### src/rtl/core/fde_pkg.sv
`default_nettype none

package fde_pkg;

  // default panel size
  localparam int unsigned PANEL_W_DEF = 128;
  localparam int unsigned PANEL_H_DEF = 160;

  // field and working widths
  localparam int unsigned KIND_W  = 4;
  localparam int unsigned COORD_W = 9;
  localparam int unsigned RAD_W   = 8;
  localparam int unsigned COL_W   = 16;
  localparam int unsigned DIM_W   = 10;
  localparam int unsigned CW      = 11;
  localparam int unsigned SQ_W    = 16;

  // register index
  localparam logic REG_ORIENT = 1'b0;

  // command kinds
  localparam logic [KIND_W-1:0] KIND_CLEAR   = 4'd0;
  localparam logic [KIND_W-1:0] KIND_POINT   = 4'd1;
  localparam logic [KIND_W-1:0] KIND_HSPAN   = 4'd2;
  localparam logic [KIND_W-1:0] KIND_VSPAN   = 4'd3;
  localparam logic [KIND_W-1:0] KIND_OUTLINE = 4'd4;
  localparam logic [KIND_W-1:0] KIND_BOX     = 4'd5;
  localparam logic [KIND_W-1:0] KIND_DISC    = 4'd6;
  localparam logic [KIND_W-1:0] KIND_RING    = 4'd7;
  localparam logic [KIND_W-1:0] KIND_LINE    = 4'd8;
  localparam logic [KIND_W-1:0] KIND_READ    = 4'd9;

  // decoded operation class
  typedef enum logic [3:0] {
    OP_CLEAR, OP_POINT, OP_HSPAN, OP_VSPAN, OP_OUTLINE,
    OP_BOX, OP_DISC, OP_RING, OP_LINE, OP_READ, OP_NONE
  } op_e;

  // one queued command
  typedef struct packed {
    op_e                op;
    logic [KIND_W-1:0]  kind;
    logic [COORD_W-1:0] xs;
    logic [COORD_W-1:0] ys;
    logic [COORD_W-1:0] xe;
    logic [COORD_W-1:0] ye;
    logic [RAD_W-1:0]   radius;
    logic [COL_W-1:0]   colour;
  } cmd_t;

  // clamp a signed coordinate to 0 .. lim-1
  function automatic logic signed [CW-1:0] fit(input logic signed [CW-1:0] v,
                                               input logic [DIM_W-1:0] lim);
    logic signed [CW-1:0] top;
    top = $signed({1'b0, lim - 10'd1});
    if (v < 11'sd0) begin
      fit = '0;
    end else if (v > top) begin
      fit = top;
    end else begin
      fit = v;
    end
  endfunction

endpackage

`default_nettype wire

### src/rtl/core/fde_front.sv
`default_nettype none

module fde_front
  import fde_pkg::*;
(
  input  wire logic        clk_i,
  input  wire logic        rst_ni,
  input  wire logic        s_tvalid,
  output logic             s_tready,
  input  wire logic [63:0] s_tdata,
  input  wire logic [3:0]  s_tuser,
  output logic             q_vld_o,
  output cmd_t             q_cmd_o,
  input  wire logic        q_pop_i
);

  cmd_t       fifo_q [2];
  logic       wr_ptr_q, rd_ptr_q;
  logic [1:0] cnt_q;
  cmd_t       cmd_in;
  logic       push, pop;

  // decode the incoming item
  always_comb begin
    cmd_in.kind   = s_tuser;
    cmd_in.xs     = s_tdata[8:0];
    cmd_in.ys     = s_tdata[17:9];
    cmd_in.xe     = s_tdata[26:18];
    cmd_in.ye     = s_tdata[35:27];
    cmd_in.radius = s_tdata[43:36];
    cmd_in.colour = s_tdata[59:44];
    unique case (s_tuser)
      KIND_CLEAR:   cmd_in.op = OP_CLEAR;
      KIND_POINT:   cmd_in.op = OP_POINT;
      KIND_HSPAN:   cmd_in.op = OP_HSPAN;
      KIND_VSPAN:   cmd_in.op = OP_VSPAN;
      KIND_OUTLINE: cmd_in.op = OP_OUTLINE;
      KIND_BOX:     cmd_in.op = OP_BOX;
      KIND_DISC:    cmd_in.op = OP_DISC;
      KIND_RING:    cmd_in.op = OP_RING;
      KIND_LINE:    cmd_in.op = OP_LINE;
      KIND_READ:    cmd_in.op = OP_READ;
      default:      cmd_in.op = OP_NONE;
    endcase
  end

  assign s_tready = (cnt_q != 2'd2);
  assign push     = s_tvalid & s_tready;
  assign pop      = q_pop_i & q_vld_o;
  assign q_vld_o  = (cnt_q != 2'd0);
  assign q_cmd_o  = fifo_q[rd_ptr_q];

  // two-entry queue payload
  always_ff @(posedge clk_i) begin
    if (push) begin
      fifo_q[wr_ptr_q] <= cmd_in;
    end
  end

  // queue pointers
  always_ff @(posedge clk_i or negedge rst_ni) begin
    if (!rst_ni) begin
      wr_ptr_q <= 1'b0;
      rd_ptr_q <= 1'b0;
      cnt_q    <= 2'd0;
    end else begin
      if (push) wr_ptr_q <= ~wr_ptr_q;
      if (pop) rd_ptr_q <= ~rd_ptr_q;
      if (push && !pop) cnt_q <= cnt_q + 2'd1;
      else if (pop && !push) cnt_q <= cnt_q - 2'd1;
    end
  end

endmodule

`default_nettype wire

### config.mk
export PLATFORM = sky130hd
export DESIGN_NAME = fde_front
export DESIGN_NICKNAME = d
export VERILOG_FILES = /design/src/rtl/core/fde_pkg.sv /design/src/rtl/core/fde_front.sv
export SDC_FILE = /design/constraint.sdc
export NUM_CORES = 1
export LEC_CHECK = 0
export BUFFER_PORTS_ARGS = -buffer_cell sky130_fd_sc_hd__buf_2
export CELL_PAD_IN_SITES_DETAIL_PLACEMENT = 1
export CELL_PAD_IN_SITES_GLOBAL_PLACEMENT = 1
export CORE_ASPECT_RATIO = 0.9
export CORE_MARGIN = 1.5
export CORE_UTILIZATION = 39
export CTS_BUF_LIST = sky130_fd_sc_hd__clkbuf_16
export DETAILED_ROUTE_END_ITERATION = 16
export GPL_TIMING_DRIVEN = 0
export PLACE_DENSITY_LB_ADDON = 0.1
export SLEW_MARGIN = 20
export SYNTH_ARGS = -nofsm -noshare
export SYNTH_HDL_FRONTEND = slang
export SYNTH_SLANG_ARGS = --single-unit
### constraint.sdc
create_clock -name clk_i -period 3.5 [get_ports clk_i]
set_input_delay 0.7 -clock clk_i [delete_from_list [all_inputs] [get_ports clk_i]]
set_output_delay 0.7 -clock clk_i [all_outputs]
set_load 0.1 [all_outputs]
* Word-level counts from Yosys, hierarchy flattened *
Memories as Yosys holds them, arrays and structs flattened.
Cells that the tools add are included.

operators by class
  add/subtract/negate cells = 2
  eq/ne operators = 1
  multiplexer cells = 4
  bitwise logic cells = 4
  reductions and logical operators = 6

operators by type and width
  operator                                           number
  two-way mux 2 bit                                  2
  nonzero test 2 bit                                 2
  adder 2 x 1 -> 2 bit (second input constant)       1
  bitwise AND 1 bit                                  2
  logical AND 1 bit                                  2
  logical NOT 1 bit                                  2
  two-way mux 1 bit                                  2
  inequality test 2 bit (second input constant)      1
  NOT 1 bit                                          2
  subtractor 2 x 1 -> 2 bit (second input constant)  1

storage, ports and cells
  flip-flop bits (word level) = 4
  RAM bits = 136
  bits in read-only memories = 64
  input port bits = 72
  output and inout port bits = 70
  logic and storage cells = 22
  memories kept = 2

memory list
  memory            depth  width  rd ports  clocked after Yosys merged registers in  write ports  line             RTL
  fifo_q            2      68     1         0                                        1            fde_front.sv:17  cmd_t fifo_q [2];
  (name not given)  16     4      1         0                                        0            fde_front.sv:32  unique case (s_tuser)

* Longest topological paths before layout *
  word-level depth = 6
  gate-level depth with buffers = 7
  depth with buffers taken out = 7

* Worst setup path before layout *
No wires, ideal clock.

  kind = register to register
  start point = reg cnt_q[0]
  end point = mem fifo_q[0][0] in the netlist's numbering (enable)
  library setup time = 493 ps
  data arrival time = 4290 ps
  data required time = 3007 ps
  setup slack = -1283 ps
  stages on the path, launching flop included = 4
  path buffers = 0
  period minus slack after synthesis = 4783 ps
  cells stage by stage = dfrtp_1 > nand2b_1 > nand2_1 > nor2_1

on the way
  word-level cells in the longest chain between the ends = 4

RTL lines
  item                                     line             RTL
  from (decl)                              fde_front.sv:19  logic [1:0] cnt_q;
  from (signal assigned)                   fde_front.sv:69  if (push && !pop) cnt_q <= cnt_q + 2'd1;
  from (signal assigned)                   fde_front.sv:70  else if (pop && !push) cnt_q <= cnt_q - 2'd1;
  inequality test 2 bit                    fde_front.sv:47  assign s_tready = (cnt_q != 2'd2);
  via s_tready                             fde_front.sv:9   output logic s_tready,
  bitwise AND 1 bit                        fde_front.sv:48  assign push = s_tvalid & s_tready;
  two-way mux 1 bit                        fde_front.sv:55  if (push) begin
  two-way mux 1 bit (implied by the code)  fde_front.sv:56  fifo_q[wr_ptr_q] <= cmd_in;
  to (decl)                                fde_front.sv:17

The timed path passes the listed nets, and every way through them passes these cells.

==> summary.txt <==
CTS tree - yes
RR Startpoint - cnt_q[0]$_DFFE_PN0P_
Detailed placer's ending HPWL - 6160 um
Num rows - 39
Hold_buf cts - 0
Initial core utilization - 40.3%
RSZ-0062 raised after global routing - false
ANT cells - 0
Die height - 112 um
Placed cells - 537
Clk_lat worst skew - 410 ps
Setup Viol. Count Final - 0
FMAX - 393 MHz
CP arrival - 1840 ps
Top-area cell type share of the netlist area - 78.1%
Total number of vias - 2582
Initial antenna violation count - 0
Number of setup buffers added after CTS - 0
Die Area - 13900 um2
Post-layout minimum cycle time - 2540 ps
Most used DFF post-synth - edfxtp_1
Post-synthesis cell type count - 21
Max Slew Vio Count - 0
Setup TNS - 0 ps
Worst EP required - 2800 ps
Via density - 4.55
Seq/Total Area, Yosys - 80.0%
Pin count of the biggest net entering global routing - 38
Period utilisation layout - 72.7%
Crit path launch - rd_ptr_q$_DFFE_PN0P_
Root Buffer - clkbuf_16
Cells after Synth - 232
Yosys top cell by area - edfxtp_1
GPL Wtd Cong - 0.651
Drt pass-1 iters - 4
Worst Skew - 5.98 ps
Non-filler cells, final - 568
Sink Count - 138
Crit Path Class - reg2out
HP Class - in2async
Core area - 12800 um2
Vias in the first global route - 2791
Endpoint class of the critical path - output port
CP Max Fanout - 10
Number of CTS-inserted buffers - 17
Clock transition at the registers of the reported paths - 50 ps
Overall routing resource usage - 14.2%
Port bufs - 137
DR WL/cell - 16.1 um
Fin nets - 465
Netlist Area Pre-Place - 5150 um2
Post-CTS Resized - 0
Crit start category - flip-flop
Clock buffer depth - 2
Status - finished clean
Iter 0 DRT Violations - 127
Syn nets - 305
Routed wire length - 9120 um
CP endpoint - q_cmd_o[39]
Syn Area/Cell - 22.2 um2
Most frequent cells in the layout - buf_2, edfxtp_1, mux2_2, mux2_4, clkbuf_16
Share of cells above drive strength 1 - 60.1%
Final ANT Viol Nets - 0
R2R Setup Slk - 1640 ps
#FFs+latches synth - 138
EDFF count, synth - 134
First-pass GRT wire length - 14100 um
# IOs - 142
MaxCap Viol Count - 0
Tightest Pin Transition - 519 ps
DRC Markers - 0
H-tree depth - 4
Ys Warns - 0
Grt ovf - 0
Async set-reset flop share out of synthesis - 2.90%
Die Wd - 124 um
Synth top area cells - edfxtp_1, mux2_2, mux2_4
Commonest non-fill, non-tap cell in the layout - buf_2
R2R cell count - 5
Fin. Hold Viols - 0
Capture point of the worst reg-to-reg path - fifo_q[0][28]$_DFFE_PP_
Area Growth Syn to Fin - 28.9%
Headroom to the max-slew limit - 65.3%
## worst min path at each step
stage,startpoint,end,slack (ps),cells past startpoint
floorplan,rst_ni,cnt_q[0]$_DFFE_PN0P_,400,0
global placement,cnt_q[1]$_DFFE_PN0P_,cnt_q[1]$_DFFE_PN0P_,480,1
detailed placement,cnt_q[1]$_DFFE_PN0P_,cnt_q[1]$_DFFE_PN0P_,490,1
CTS,rst_ni,wr_ptr_q$_DFFE_PN0P_,70,1
global route,rst_ni,cnt_q[0]$_DFFE_PN0P_,70,1
finish,rst_ni,wr_ptr_q$_DFFE_PN0P_,90,1
## per-layer routing
metal,part of all wire [%],global-route usage (%),vias up,routed length (um)
met5,0,0,-,0
met3,8.6,7.77,14,788
met1,43,16.6,1233,3950
li1,-,-,1236,-
met4,1.5,5.68,0,136
met2,47,21.6,99,4250
## cell usage after synthesis, drive strengths merged, types with 2 or more instances
cell type    n
buf          9
dfrtp        4
edfxtp     134
mux2        67
nand2        2
nor2         2
xnor2        3
xor2         2
## cell families after synthesis
group	Yosys count	share of synthesized area [%]
buf+inv	10	1.63
fa+ha+maj	1	0.243
xor+xnor	5	0.850
mux	67	16.1
flops	138	80.0
simple gates	9	0.899
compound gates	2	0.243
## registers in the layout, indices dropped and copies added, names as in the netlist
signal	cells
cnt_q	2
fifo_q	134
rd_ptr_q	1
wr_ptr_q	1
## cell type report
cell class                 count  area (um2)
tap                          164         205
clock inverter                14        65.1
buffer                         9        80.1
clock buffer                  17         425
timing repair buffer         141         781
sequential                   138        4120
multi-input combinational     84         957
fill                        1223        6140
inverter                       1        3.75
## per-stage QoR
stage                     hold WS, ps  worst slack [ps]  cell area, um2  util (%)
after floorplan                   404               107            5160         -
after global placement            483              -361            6050      47.3
after detailed placement          494              1380            6150      48.1
after CTS                        69.7               918            6640      51.9
after global routing             67.1               859            6640      51.9
final                            90.2               957            6640      51.9
## critical path, cell delays in order (launching register included)
cell and delay [ps]:
dfrtp_1 380, buf_6 130, buf_6 150, buf_8 160, mux2_4 190, buf_2 420
Power is not shown: default switching activity piles up to over one toggle a cycle in this logic, so the estimate is an artifact.
